`src/hw/rtl/ple_pkg.sv`:
```
// Shared types and constants of the positional list engine.
package ple_pkg;

    localparam int DEFAULT_CAPACITY = 16;
    localparam int VALUE_W          = 32;
    localparam int POS_W            = 8;

    typedef enum logic [2:0] {
        FN_INS_FIRST = 3'd0,
        FN_INS_LAST  = 3'd1,
        FN_INS_POS   = 3'd2,
        FN_DEL_FIRST = 3'd3,
        FN_DEL_LAST  = 3'd4,
        FN_DEL_POS   = 3'd5,
        FN_COUNT     = 3'd6,
        FN_LIST      = 3'd7
    } func_t;

    typedef enum logic [1:0] {
        ST_DONE    = 2'd0,
        ST_IGNORED = 2'd1,
        ST_FULL    = 2'd2
    } status_t;

endpackage

```
`src/hw/rtl/positional_list_engine.sv`:
```
// Top level of the positional list engine: an ordered list kept in a circular memory.
//
// A command transaction is taken at a rising edge where start is high and busy is low.
// Each result transaction is shown for exactly one cycle with done high; the receiver
// cannot hold results off, so the block never waits on it.
// The list lives in a single-port-write, single-port-read synchronous memory of
// CAPACITY words with a registered read, addressed from a head pointer.
// Inserting or deleting at the front or the back, a count, and any ignored or
// rejected command show their result in the cycle after start.
// A positional insert reads and writes back each element that it moves, one at a time,
// then writes the new value. A positional delete reads and writes back each moved
// element in turn and shows its result after the last write-back.
// Where nothing has to move, both finish like the commands above.
// A list command reads one element per cycle; each passes the memory read register and
// then the result registers, and they follow one per cycle, the final one with last set.
// A list of an empty list gives a single result with element_valid low.
// busy stays high until the final read of a list has reached the result registers.
// Reset clears the count and the head pointer; the memory is not cleared and needs
// no clearing pass, since only entries written earlier are ever read.
module positional_list_engine #(
    parameter int CAPACITY = ple_pkg::DEFAULT_CAPACITY,
    localparam int CW = $clog2(CAPACITY + 1)
) (
    input  logic                          clk,
    input  logic                          rst_n,
    input  logic                          start,
    output logic                          busy,
    input  ple_pkg::func_t                func,
    input  logic signed [ple_pkg::VALUE_W-1:0] value_in,
    input  logic [ple_pkg::POS_W-1:0]     position,
    output logic                          done,
    output logic signed [ple_pkg::VALUE_W-1:0] element_out,
    output logic                          element_valid,
    output logic                          last,
    output logic [CW-1:0]                 count_out,
    output ple_pkg::status_t              status
);
    import ple_pkg::*;

    localparam int IW  = $clog2(CAPACITY);
    localparam int PXW = ((CW > POS_W) ? CW : POS_W) + 1;

    typedef enum logic [2:0] {
        S_IDLE,
        S_SH_RD,
        S_SH_WR,
        S_INS_WR,
        S_DEL_RD,
        S_DEL_WR,
        S_LIST
    } state_t;

    state_t              state_reg, state_next;
    logic [CW-1:0]       count_reg, count_next;
    logic [IW-1:0]       head_reg, head_next;
    logic [CW-1:0]       i_reg, i_next;
    logic [CW-1:0]       idx_reg, idx_next;
    logic [VALUE_W-1:0]  value_reg, value_next;
    logic                rd_pend_reg, rd_last_reg;

    logic                done_reg;
    logic [VALUE_W-1:0]  element_out_reg;
    logic                element_valid_reg;
    logic                last_reg;
    logic [CW-1:0]       count_out_reg;
    status_t             status_reg;

    logic [VALUE_W-1:0]  mem [CAPACITY];
    logic [VALUE_W-1:0]  mem_rdata_reg;
    logic                mem_we;
    logic [IW-1:0]       mem_waddr;
    logic [VALUE_W-1:0]  mem_wdata;
    logic [IW-1:0]       mem_raddr;

    logic                res_fire;
    logic                res_empty_list;
    status_t             res_status;
    logic                rd_issue;
    logic                rd_last;

    logic [IW-1:0]       head_dec, head_inc;
    logic                full;
    logic [PXW-1:0]      pos_ext, cnt_ext;
    logic                ins_ok, del_ok;
    logic [CW-1:0]       ins_idx, del_idx;
    logic [CW:0]         i_plus2;

    // Physical slot of a logical position, counted from the head.
    function automatic logic [IW-1:0] slot_of(input logic [IW-1:0] head,
                                              input logic [CW-1:0] logical);
        logic [CW:0] sum;
        sum = (CW+1)'(head) + (CW+1)'(logical);
        if (sum >= (CW+1)'(CAPACITY)) begin
            sum = sum - (CW+1)'(CAPACITY);
        end
        return sum[IW-1:0];
    endfunction

    assign head_dec = (head_reg == '0) ? IW'(CAPACITY - 1) : head_reg - 1'b1;
    assign head_inc = (head_reg == IW'(CAPACITY - 1)) ? '0 : head_reg + 1'b1;
    assign full     = (count_reg == CW'(CAPACITY));
    assign pos_ext  = PXW'(position);
    assign cnt_ext  = PXW'(count_reg);
    assign i_plus2  = (CW+1)'(i_reg) + (CW+1)'(2);

    always_comb
    begin
        ins_ok  = 1'b1;
        ins_idx = '0;
        case (func)
            FN_INS_FIRST: ins_idx = '0;
            FN_INS_LAST:  ins_idx = count_reg;
            FN_INS_POS:
            begin
                ins_ok  = (pos_ext != '0) && (pos_ext <= cnt_ext + 1'b1);
                ins_idx = CW'(pos_ext - 1'b1);
            end
            default:      ins_idx = '0;
        endcase
    end

    always_comb
    begin
        del_ok  = (count_reg != '0);
        del_idx = '0;
        case (func)
            FN_DEL_FIRST: del_idx = '0;
            FN_DEL_LAST:  del_idx = count_reg - 1'b1;
            FN_DEL_POS:
            begin
                del_ok  = del_ok && (pos_ext != '0) && (pos_ext <= cnt_ext);
                del_idx = CW'(pos_ext - 1'b1);
            end
            default:      del_idx = '0;
        endcase
    end

    always_comb
    begin
        state_next     = state_reg;
        count_next     = count_reg;
        head_next      = head_reg;
        i_next         = i_reg;
        idx_next       = idx_reg;
        value_next     = value_reg;
        mem_we         = 1'b0;
        mem_waddr      = slot_of(head_reg, i_reg);
        mem_wdata      = value_reg;
        mem_raddr      = slot_of(head_reg, i_reg);
        res_fire       = 1'b0;
        res_empty_list = 1'b0;
        res_status     = ST_DONE;
        rd_issue       = 1'b0;
        rd_last        = 1'b0;

        case (state_reg)
            S_IDLE:
            begin
                // The final listed element is still on its way while busy is high.
                if (start && !busy)
                begin
                    value_next = value_in;
                    case (func)
                        FN_INS_FIRST, FN_INS_LAST, FN_INS_POS:
                        begin
                            if (full)
                            begin
                                res_fire   = 1'b1;
                                res_status = ST_FULL;
                            end
                            else if (!ins_ok)
                            begin
                                res_fire   = 1'b1;
                                res_status = ST_IGNORED;
                            end
                            else if (ins_idx == '0)
                            begin
                                head_next  = head_dec;
                                mem_we     = 1'b1;
                                mem_waddr  = head_dec;
                                mem_wdata  = value_in;
                                count_next = count_reg + 1'b1;
                                res_fire   = 1'b1;
                            end
                            else if (ins_idx == count_reg)
                            begin
                                mem_we     = 1'b1;
                                mem_waddr  = slot_of(head_reg, count_reg);
                                mem_wdata  = value_in;
                                count_next = count_reg + 1'b1;
                                res_fire   = 1'b1;
                            end
                            else
                            begin
                                i_next     = count_reg;
                                idx_next   = ins_idx;
                                state_next = S_SH_RD;
                            end
                        end
                        FN_DEL_FIRST, FN_DEL_LAST, FN_DEL_POS:
                        begin
                            if (!del_ok)
                            begin
                                res_fire   = 1'b1;
                                res_status = ST_IGNORED;
                            end
                            else if (del_idx == '0)
                            begin
                                head_next  = head_inc;
                                count_next = count_reg - 1'b1;
                                res_fire   = 1'b1;
                            end
                            else if ((CW+1)'(del_idx) + 1'b1 < (CW+1)'(count_reg))
                            begin
                                i_next     = del_idx;
                                state_next = S_DEL_RD;
                            end
                            else
                            begin
                                count_next = count_reg - 1'b1;
                                res_fire   = 1'b1;
                            end
                        end
                        FN_COUNT:
                        begin
                            res_fire = 1'b1;
                        end
                        default:
                        begin
                            if (count_reg == '0)
                            begin
                                res_fire       = 1'b1;
                                res_empty_list = 1'b1;
                            end
                            else
                            begin
                                i_next     = '0;
                                state_next = S_LIST;
                            end
                        end
                    endcase
                end
            end
            S_SH_RD:
            begin
                mem_raddr  = slot_of(head_reg, i_reg - 1'b1);
                state_next = S_SH_WR;
            end
            S_SH_WR:
            begin
                mem_we    = 1'b1;
                mem_waddr = slot_of(head_reg, i_reg);
                mem_wdata = mem_rdata_reg;
                i_next    = i_reg - 1'b1;
                if (i_reg - 1'b1 > idx_reg)
                begin
                    state_next = S_SH_RD;
                end
                else
                begin
                    state_next = S_INS_WR;
                end
            end
            S_INS_WR:
            begin
                mem_we     = 1'b1;
                mem_waddr  = slot_of(head_reg, idx_reg);
                mem_wdata  = value_reg;
                count_next = count_reg + 1'b1;
                res_fire   = 1'b1;
                state_next = S_IDLE;
            end
            S_DEL_RD:
            begin
                mem_raddr  = slot_of(head_reg, i_reg + 1'b1);
                state_next = S_DEL_WR;
            end
            S_DEL_WR:
            begin
                mem_we    = 1'b1;
                mem_waddr = slot_of(head_reg, i_reg);
                mem_wdata = mem_rdata_reg;
                i_next    = i_reg + 1'b1;
                if (i_plus2 < (CW+1)'(count_reg))
                begin
                    state_next = S_DEL_RD;
                end
                else
                begin
                    count_next = count_reg - 1'b1;
                    res_fire   = 1'b1;
                    state_next = S_IDLE;
                end
            end
            S_LIST:
            begin
                mem_raddr = slot_of(head_reg, i_reg);
                rd_issue  = 1'b1;
                rd_last   = (i_reg + 1'b1 == count_reg);
                i_next    = i_reg + 1'b1;
                if (rd_last)
                begin
                    state_next = S_IDLE;
                end
            end
            default:
            begin
                state_next = S_IDLE;
            end
        endcase
    end

    always_ff @(posedge clk or negedge rst_n)
    begin
        if (!rst_n)
        begin
            state_reg         <= S_IDLE;
            count_reg         <= '0;
            head_reg          <= '0;
            rd_pend_reg       <= 1'b0;
            rd_last_reg       <= 1'b0;
            done_reg          <= 1'b0;
            i_reg             <= '0;
            idx_reg           <= '0;
            value_reg         <= '0;
            element_out_reg   <= '0;
            element_valid_reg <= 1'b0;
            last_reg          <= 1'b0;
            count_out_reg     <= '0;
            status_reg        <= ST_DONE;
        end
        else
        begin
            state_reg   <= state_next;
            count_reg   <= count_next;
            head_reg    <= head_next;
            i_reg       <= i_next;
            idx_reg     <= idx_next;
            value_reg   <= value_next;
            rd_pend_reg <= rd_issue;
            rd_last_reg <= rd_last;
            done_reg    <= res_fire || rd_pend_reg;
            // A listed element is taken from the memory read register in the cycle after its read is issued.
            if (rd_pend_reg)
            begin
                element_out_reg   <= mem_rdata_reg;
                element_valid_reg <= 1'b1;
                last_reg          <= rd_last_reg;
                count_out_reg     <= count_reg;
                status_reg        <= ST_DONE;
            end
            else if (res_fire)
            begin
                element_out_reg   <= '0;
                element_valid_reg <= 1'b0;
                last_reg          <= 1'b1;
                count_out_reg     <= count_next;
                status_reg        <= res_empty_list ? ST_DONE : res_status;
            end
        end
    end

    always_ff @(posedge clk)
    begin
        if (mem_we)
        begin
            mem[mem_waddr] <= mem_wdata;
        end
        mem_rdata_reg <= mem[mem_raddr];
    end

    assign busy          = (state_reg != S_IDLE) || rd_pend_reg;
    assign done          = done_reg;
    assign element_out   = element_out_reg;
    assign element_valid = element_valid_reg;
    assign last          = last_reg;
    assign count_out     = count_out_reg;
    assign status        = status_reg;

endmodule

```
`config.mk`:
```
export PLATFORM = sky130hd
export DESIGN_NAME = positional_list_engine
export DESIGN_NICKNAME = d
export VERILOG_FILES = /design/src/hw/rtl/ple_pkg.sv /design/src/hw/rtl/positional_list_engine.sv
export SDC_FILE = /design/constraint.sdc
export NUM_CORES = 1
export LEC_CHECK = 0
export BUFFER_PORTS_ARGS = -buffer_cell sky130_fd_sc_hd__buf_2
export CELL_PAD_IN_SITES_DETAIL_PLACEMENT = 0
export CELL_PAD_IN_SITES_GLOBAL_PLACEMENT = 1
export CORE_MARGIN = 1
export CORE_UTILIZATION = 40
export CTS_BUF_LIST = sky130_fd_sc_hd__clkbuf_4 sky130_fd_sc_hd__clkbuf_8
export DETAILED_ROUTE_END_ITERATION = 6
export PLACE_DENSITY_LB_ADDON = 0.1
export SETUP_SLACK_MARGIN = 0.1
export SLEW_MARGIN = 30
export SYNTH_ARGS = -nofsm -noshare
export SYNTH_HDL_FRONTEND = slang
export SYNTH_SLANG_ARGS = --single-unit
```
`constraint.sdc`:
```
create_clock -name clk -period 5.91 [get_ports clk]
set_clock_uncertainty 0.2 [all_clocks]
set_input_delay 1.182 -clock clk [delete_from_list [all_inputs] [get_ports clk]]
set_output_delay 1.182 -clock clk [all_outputs]
set_load 0.01 [all_outputs]
```
==> run summary, run 1 <==
Detailed routing
• 0 — # DRC
• 5.50 — post-DR vias/cell
• 0 — antenna-violating nets left
• 6 — 1st-pass router iterations
• 1255 — number of DRC violations after detailed-routing iteration 0
• 24.5 um — routed length per instance
• 16718 — detailed-route via count
• 74500 um — Routed WL

Layout
• mem — top register by number of flip-flops
• 2117 — net count reported at finish
• 15.8% — layout overhead on the synthesized area
• 32500 um2 — Design Area, Final
• 47.0% — Post-Route Utilization
• sky130_fd_sc_hd__edfxtp_1 — commonest non-fill, non-tap cell in the layout
• 3037 — Non-Filler Instances
• 512 — flip-flop count of the largest register, all copies and words added
• 25.7% — fraction of final layout cells sized beyond drive strength 1
• 512 x sky130_fd_sc_hd__edfxtp_1, 214 x sky130_fd_sc_hd__nand2_1, 128 x sky130_fd_sc_hd__mux4_2 — most frequent cells in the layout
• 6017 — fillers

Placement
• 47400 um — post-DP HPWL
• 0.880 — final weighted congestion in routability-driven placement
• 2839 — Placed Cells incl. Taps
• 30300 um2 — placed inst area
• 88 — Buffers on Ports

Hold path
• flip-flop to flip-flop — worst min-delay path class
• mem_rdata_reg[4] — launch point of the worst hold path
• element_out[4] — capture endpoint of the worst hold path
• 2 — worst hold path stage count

STA
• 0 — Setup-failing EPs final
• 0 — number of pins with negative max-slew slack in the final report
• 4.73 ns — clock period minus final worst setup slack
• 0.212 GHz — achievable clock frequency
• 0 — Hold Violations, Final
• no — setup repair after global routing missed its margin
• 31.3% — Max-Slew Margin vs Limit
• 0 ns — Setup Total Neg Slack
• 1.02 ns — pin slew with the least headroom to its limit
• 80.0% — part of the cycle the worst path needs

Yosys
• 1937 — Post-Synthesis Net Count
• 65.8% — register area share after synthesis
• 512 — number of enable-type register cells in the synthesized netlist
• 15.3 um2 — mean cell area of the mapped netlist
• 28100 um2 — Cell Area, Synth
• 1836 — Mapped Cells
• 91 — number of distinct standard cells referenced by the synthesized netlist
• 0 — Yosys warning total
• sky130_fd_sc_hd__edfxtp_1 — prevailing post-synth register cell
• 642 — flip-flop and latch count after synthesis
• 15.3% — Post-synth ARST share

Clock tree
• 105 — TritonCTS buffer count
• 0.07 ns — clk slew on worst S/H paths
• 3 — largest buffer count on any clock path
• 3 — CTS HTree Levels
• sky130_fd_sc_hd__clkbuf_8 — Root Buffer
• 0 — post_cts resized
• 0.70 ns — clock insertion delay at the later pin of the skew report
• 642 — clock sink total
• done — clock tree from TritonCTS
• 0 — quantity of hold-fixing buffers added after cts
• 0 — post-CTS setup buffer count

Pwr
• 192 uV — largest voltage drop on the vdd net
• 7.04 mW — Pint
• 1.7% — part of the total power dissipated in combinational logic
• 53.9% — sequential power share
• 21.2% — Sw Share
• 1.90 mW — net switching power
• 275 nW/um2 — total power density per cell area
• 12.4 nW — leakage power figure
• 8.94 mW — Design Power
• 44.4% — fraction of power consumed by the clock network

Setup path
• 17 — Crit path depth
• flip-flop — CP Launch Type
• 4.89 ns — Data arrival, critical path
• flip-flop — sort of element at the end of the critical path
• 1.18 ns — worst reg2reg setup slack
• count_reg[1] — Reg2Reg Launch Point
• 17 — R2R depth
• simple AND/OR/NAND/NOR gates — family with the most delay on the worst path
• buf_4 -> ha_1 -> nand3_1 -> xnor2_1 -> inv_1 -> ha_1 -> nand2_1 -> nor2_1 -> nor2_1 -> o31ai_2 -> buf_4 -> and3_1 -> nand2_1 -> a211oi_2 -> nand2_1 -> nor2_4 -> buf_4 — series of cell instances along the critical path
• mem[3][13] — worst reg2reg path endpoint
• flip-flop to flip-flop — WS Path Type
• 6.08 ns — Req. time, crit path
• sky130_fd_sc_hd__ha_1 — standard cell with the maximum stage delay on the critical path
• 0.44 ns — delay of the slowest critical-path stage
• 4 — Buffers & Inverters on Critical Path
• 15 — crit path max fanout

Run
• 0 — number of violations of the max-capacitance limit

Floorplan
• 96 — row count
• 267 um — Vert. Die Dim
• 69100 um2 — Floorplan Core Area
• 40.6% — initial core utilization
• 89 — I/O Pins
• 267 um — floorplan die width
• 71200 um2 — total die area

Global routing
• 112000 um — global-route wire length before repair
• 129 — maximum number of pins on one net before global-route repair
• 3 — number of antenna violations at the first check in global routing
• 17246 — via count of the first global-routing pass
• 0 — sum of overflow across all layers after global routing
• 21.4% — Total Routing Usage GR

Run status
• finished clean — outcome

synth_stat cells, drive strengths merged, types with 4 or more instances:
| master | n | area [um2] |
|---|---|---|
| o22ai | 7 | 43.8 |
| nor4 | 4 | 40.0 |
| mux4 | 128 | 2880 |
| a21oi | 70 | 354 |
| nand4 | 9 | 68.8 |
| mux2 | 5 | 56.3 |
| o21a | 5 | 45.0 |
| a22o | 35 | 307 |
| a31oi | 16 | 100 |
| o31ai | 10 | 85.1 |
| and2 | 6 | 37.5 |
| clkbuf | 58 | 218 |
| dfxtp | 32 | 641 |
| o211ai | 8 | 60.1 |
| nand2 | 215 | 807 |
| xor2 | 15 | 131 |
| nor3 | 11 | 60.1 |
| or3 | 4 | 30.0 |
| o21ai | 79 | 395 |
| dfrtp | 98 | 2450 |
| a21o | 40 | 300 |
| fa | 4 | 80.1 |
| nor3b | 5 | 53.8 |
| edfxtp | 512 | 15400 |
| nor2 | 57 | 234 |
| a311oi | 5 | 43.8 |
| nand3 | 20 | 100 |
| or4 | 4 | 37.5 |
| nand2b | 16 | 115 |
| a211oi | 36 | 275 |
| a22oi | 8 | 65.1 |
| inv | 35 | 131 |
| xnor2 | 32 | 280 |
| mux2i | 43 | 434 |
| nor2b | 47 | 294 |
| and3 | 6 | 37.5 |
| buf | 49 | 269 |
| o211a | 5 | 50.1 |
| nor4b | 4 | 35.0 |
| ha | 51 | 638 |
how the worst max path moves through the flow:
| stage | from | to | slack, ns |
|---|---|---|---|
| 2_1_floorplan | count_reg[2] | mem[3][0] | 0.41 |
| 3_3_place_gp | position[0] | count_out[0] | 0.68 |
| 3_5_place_dp | position[0] | mem[1][9] | 0.57 |
| 4_1_cts | count_reg[1] | mem[10][13] | 1.15 |
| 5_1_grt | count_reg[1] | mem[10][13] | 0.72 |
| 6_report | count_reg[1] | mem[3][13] | 1.18 |
power by group through the flow:
stage | registers [mW] | clock network, mW | logic [mW]
after detailed placement | 4.91 | 0 | 0.152
after global routing | 4.82 | 4.27 | 0.167
after floorplan | 4.91 | 0 | 0.0796
after global placement | 4.91 | 0 | 0.153
final | 4.82 | 3.96 | 0.152
after CTS | 4.82 | 4.08 | 0.152
worst min-delay path, stage by stage (launching register included):
cell and delay (ns):
sky130_fd_sc_hd__dfxtp_1 0.31, sky130_fd_sc_hd__nand2_1 0.05, sky130_fd_sc_hd__o21ai_0 0.06
metal layers:
metal | up-vias | global-route usage [%] | wire (um)
met5 | - | 0 | 0
li1 | 7501 | - | -
met1 | 8644 | 28.9 | 32900
met4 | 0 | 7.42 | 2150
met3 | 121 | 3.15 | 3250
met2 | 452 | 35.4 | 36100
final cells by class:
class | instances | area [um2] | area share [%]
Clock inverter | 52 | 377 | 1.16
Timing Repair Buffer | 180 | 1380 | 4.24
Antenna cell | 1 | 2.50 | 0.00770
Inverter | 37 | 139 | 0.427
Sequential cell | 642 | 18500 | 56.9
Tap cell | 931 | 1160 | 3.59
Clock buffer | 144 | 1800 | 5.54
Multi-Input combinational cell | 1050 | 9160 | 28.2
kinds of logic (layout without fill, tap and decap cells):
kind of cell / count (synthesis) / after routing / synth area share, %
buf+inv: 144 / 413 / 2.23
compound gates: 357 / 357 / 8.77
flops: 642 / 642 / 65.8
fa+ha+maj: 55 / 55 / 2.56
other cells: 0 / 1 / 0
simple gates: 415 / 415 / 7.16
mux: 176 / 176 / 12.0
xor+xnor: 47 / 47 / 1.47
per-stage QoR:
step	hold WS, ns	setup WS, ns
finish	0.254	1.18
CTS	0.242	1.15
global route	0.292	0.718
global placement	0.254	0.679
floorplan	0.229	0.406
detailed placement	0.262	0.571
(Power assumes the default switching activity.)
==> run 2, diff against run 1 <==
- clock period: 5.91 -> 4.75 ns (I/O delays scaled with it)
==> run 2 against run 1 <==
Design area increased by 2.5%. Register-to-register slack got worse by 0.92 ns. Wire length increased by 3.4%. Critical path depth decreased by 1. Flip-flop and latch count unchanged. Combinational power increased by 38%. Clock power increased by 27%. Utilization increased by 1.2 points. First-iteration DRC count decreased by 8.8%. Sequential share of layout area decreased by 1.4 points. Setup slack got worse by 0.92 ns. Count of clock-buffer cells in the layout increased by 19.
==> run summary, run 2 (synthesis results as in run 1) <==
Pwr
• 228 uV — largest voltage drop on the vdd net
• 44.7% — fraction of power consumed by the clock network
• 20.9% — Sw Share
• 1.9% — part of the total power dissipated in combinational logic
• 53.4% — sequential power share
• 337 nW/um2 — total power density per cell area
• 2.34 mW — net switching power
• 12.8 nW — leakage power figure
• 8.89 mW — Pint

STA
• 41.5% — Max-Slew Margin vs Limit
• 0 — Hold Violations, Final
• 0.223 GHz — achievable clock frequency
• 94.4% — part of the cycle the worst path needs
• 0 — Setup-failing EPs final
• 0.874 ns — pin slew with the least headroom to its limit
• 0.264 ns — setup slack of the critical path after layout
• 0 — number of pins with negative max-slew slack in the final report
• no — setup repair after global routing missed its margin
• 0.243 ns — Worst Hold Slack
• 4.49 ns — clock period minus final worst setup slack

Clock tree
• 3 — CTS HTree Levels
• 0 — post-CTS setup buffer count
• done — clock tree from TritonCTS
• sky130_fd_sc_hd__clkbuf_8 — Root Buffer
• 106 — TritonCTS buffer count
• 642 — clock sink total
• 0.07 ns — clk slew on worst S/H paths
• 0.71 ns — clock insertion delay at the later pin of the skew report
• 3 — largest buffer count on any clock path

Placement
• -0.0468 ns — placement-stage worst setup slack
• 50900 um — post-DP HPWL
• 0.895 — final weighted congestion in routability-driven placement
• 88 — Buffers on Ports
• 2888 — Placed Cells incl. Taps

Layout
• 18.6% — layout overhead on the synthesized area
• 5984 — fillers
• 27.9% — fraction of final layout cells sized beyond drive strength 1
• 48.2% — Post-Route Utilization
• sky130_fd_sc_hd__edfxtp_1 — commonest non-fill, non-tap cell in the layout
• 512 — flip-flop count of the largest register, all copies and words added
• 2168 — net count reported at finish
• 512 x sky130_fd_sc_hd__edfxtp_1, 214 x sky130_fd_sc_hd__nand2_1, 128 x sky130_fd_sc_hd__mux4_2 — most frequent cells in the layout
• 18500 um2 — sequential cell area
• mem — top register by number of flip-flops
• 3083 — Non-Filler Instances
• 9180 um2 — multi-input combinational cell area

Setup path
• 4.72 ns — Data arrival, critical path
• 11 — crit path max fanout
• flip-flop to flip-flop — WS Path Type
• simple AND/OR/NAND/NOR gates — family with the most delay on the worst path
• flip-flop — sort of element at the end of the critical path
• sky130_fd_sc_hd__dfrtp_1 — standard cell with the maximum stage delay on the critical path
• inv_1 -> buf_4 -> nor3_2 -> xnor2_1 -> ha_1 -> nand4_1 -> nand3_1 -> a21oi_1 -> o31ai_4 -> and3_1 -> nand2_1 -> a211oi_2 -> buf_4 -> nand2b_1 -> nor2_4 -> buf_4 — series of cell instances along the critical path
• sky130_fd_sc_hd__buf_4 — dominant cell type by count on the critical path
• 0.58 ns — delay of the slowest critical-path stage
• flip-flop — CP Launch Type
• 4.98 ns — Req. time, crit path
• 4 — Buffers & Inverters on Critical Path

Detailed routing
• 77000 um — Routed WL
• 1145 — number of DRC violations after detailed-routing iteration 0
• 25.0 um — routed length per instance
• 5 — 1st-pass router iterations
• 16766 — detailed-route via count
• 0 — # DRC
• 5.44 — post-DR vias/cell
• 0 — antenna-violating nets left

Run
• 0 — number of violations of the max-capacitance limit

Floorplan
• 69100 um2 — Floorplan Core Area
• 267 um — floorplan die width
• 40.6% — initial core utilization
• 267 um — Vert. Die Dim
• 96 — row count
• 71200 um2 — total die area
• 89 — I/O Pins

Global routing
• 0 — sum of overflow across all layers after global routing
• 17685 — via count of the first global-routing pass
• 115000 um — global-route wire length before repair
• 1 — number of antenna violations at the first check in global routing
• 22.1% — Total Routing Usage GR
• 81 — maximum number of pins on one net before global-route repair

Run status
• finished clean — outcome

Hold path
• input port to flip-flop — worst min-delay path class

-- run 2: final timing paths --
kind                                    from         endpoint  slack, ns  cells past startpoint
hold / removal                  value_in[20]    value_reg[20]       0.24                      3
setup / recovery                count_reg[1]       mem[5][22]       0.26                     16
hold reg to reg            mem_rdata_reg[12]  element_out[12]       0.27                      2
setup reg to reg                count_reg[1]       mem[5][22]       0.26                     16
min in group asynchronous              rst_n  element_out[21]       0.53                      2
max in group asynchronous              rst_n     value_reg[5]       2.84                      3
-- run 2: what timing repair did --
action	CTS	global route
endpoints found under the hold margin	19	0
endpoints found under the setup margin	0	263
gates resized for setup	0	4
hold buffers	1	0
-- run 2: worst reg2reg max path, stage by stage (launching register included) --
cell,delay [ns]
sky130_fd_sc_hd__dfrtp_1,0.58
sky130_fd_sc_hd__inv_1,0.12
sky130_fd_sc_hd__buf_4,0.21
sky130_fd_sc_hd__nor3_2,0.29
sky130_fd_sc_hd__xnor2_1,0.11
sky130_fd_sc_hd__ha_1,0.34
sky130_fd_sc_hd__nand4_1,0.13
sky130_fd_sc_hd__nand3_1,0.10
sky130_fd_sc_hd__a21oi_1,0.08
sky130_fd_sc_hd__o31ai_4,0.44
sky130_fd_sc_hd__and3_1,0.25
sky130_fd_sc_hd__nand2_1,0.10
sky130_fd_sc_hd__a211oi_2,0.44
sky130_fd_sc_hd__buf_4,0.20
sky130_fd_sc_hd__nand2b_1,0.35
sky130_fd_sc_hd__nor2_4,0.09
sky130_fd_sc_hd__buf_4,0.21
-- run 2: layer usage --
| metal | global-route usage, % | wire length (um) |
|---|---|---|
| met5 | 0 | 0 |
| met1 | 29.4 | 33900 |
| met3 | 3.12 | 3140 |
| met4 | 8.70 | 2520 |
| met2 | 36.7 | 37400 |
-- run 2: layout make-up --
cell class                      count  area share, %
Antenna cell                        3         0.0225
Clock inverter                     27          0.763
Inverter                           37          0.417
Multi-Input combinational cell   1050           27.6
Sequential cell                   642           55.5
Timing Repair Buffer              230           6.31
Tap cell                          931           3.50
Clock buffer                      163           5.93
-- run 2: per-stage QoR --
stage          power (mW)  instance area, um2  setup TNS (ns)
2_1_floorplan        6.21               28200          -19.29
3_3_place_gp         6.32               31000         -0.0936
3_5_place_dp         6.32               31000          -0.227
4_1_cts              11.4               33300               0
5_1_grt              11.6               33300               0
6_report             11.2               33300               0
-- run 2: power groups by stage --
stage	Clock, mW	Combinational [mW]	Sequential, mW
2_1_floorplan	0	0.0998	6.11
3_3_place_gp	0	0.207	6.11
3_5_place_dp	0	0.207	6.11
4_1_cts	5.17	0.209	6.00
5_1_grt	5.40	0.227	5.99
6_report	5.03	0.209	6.00
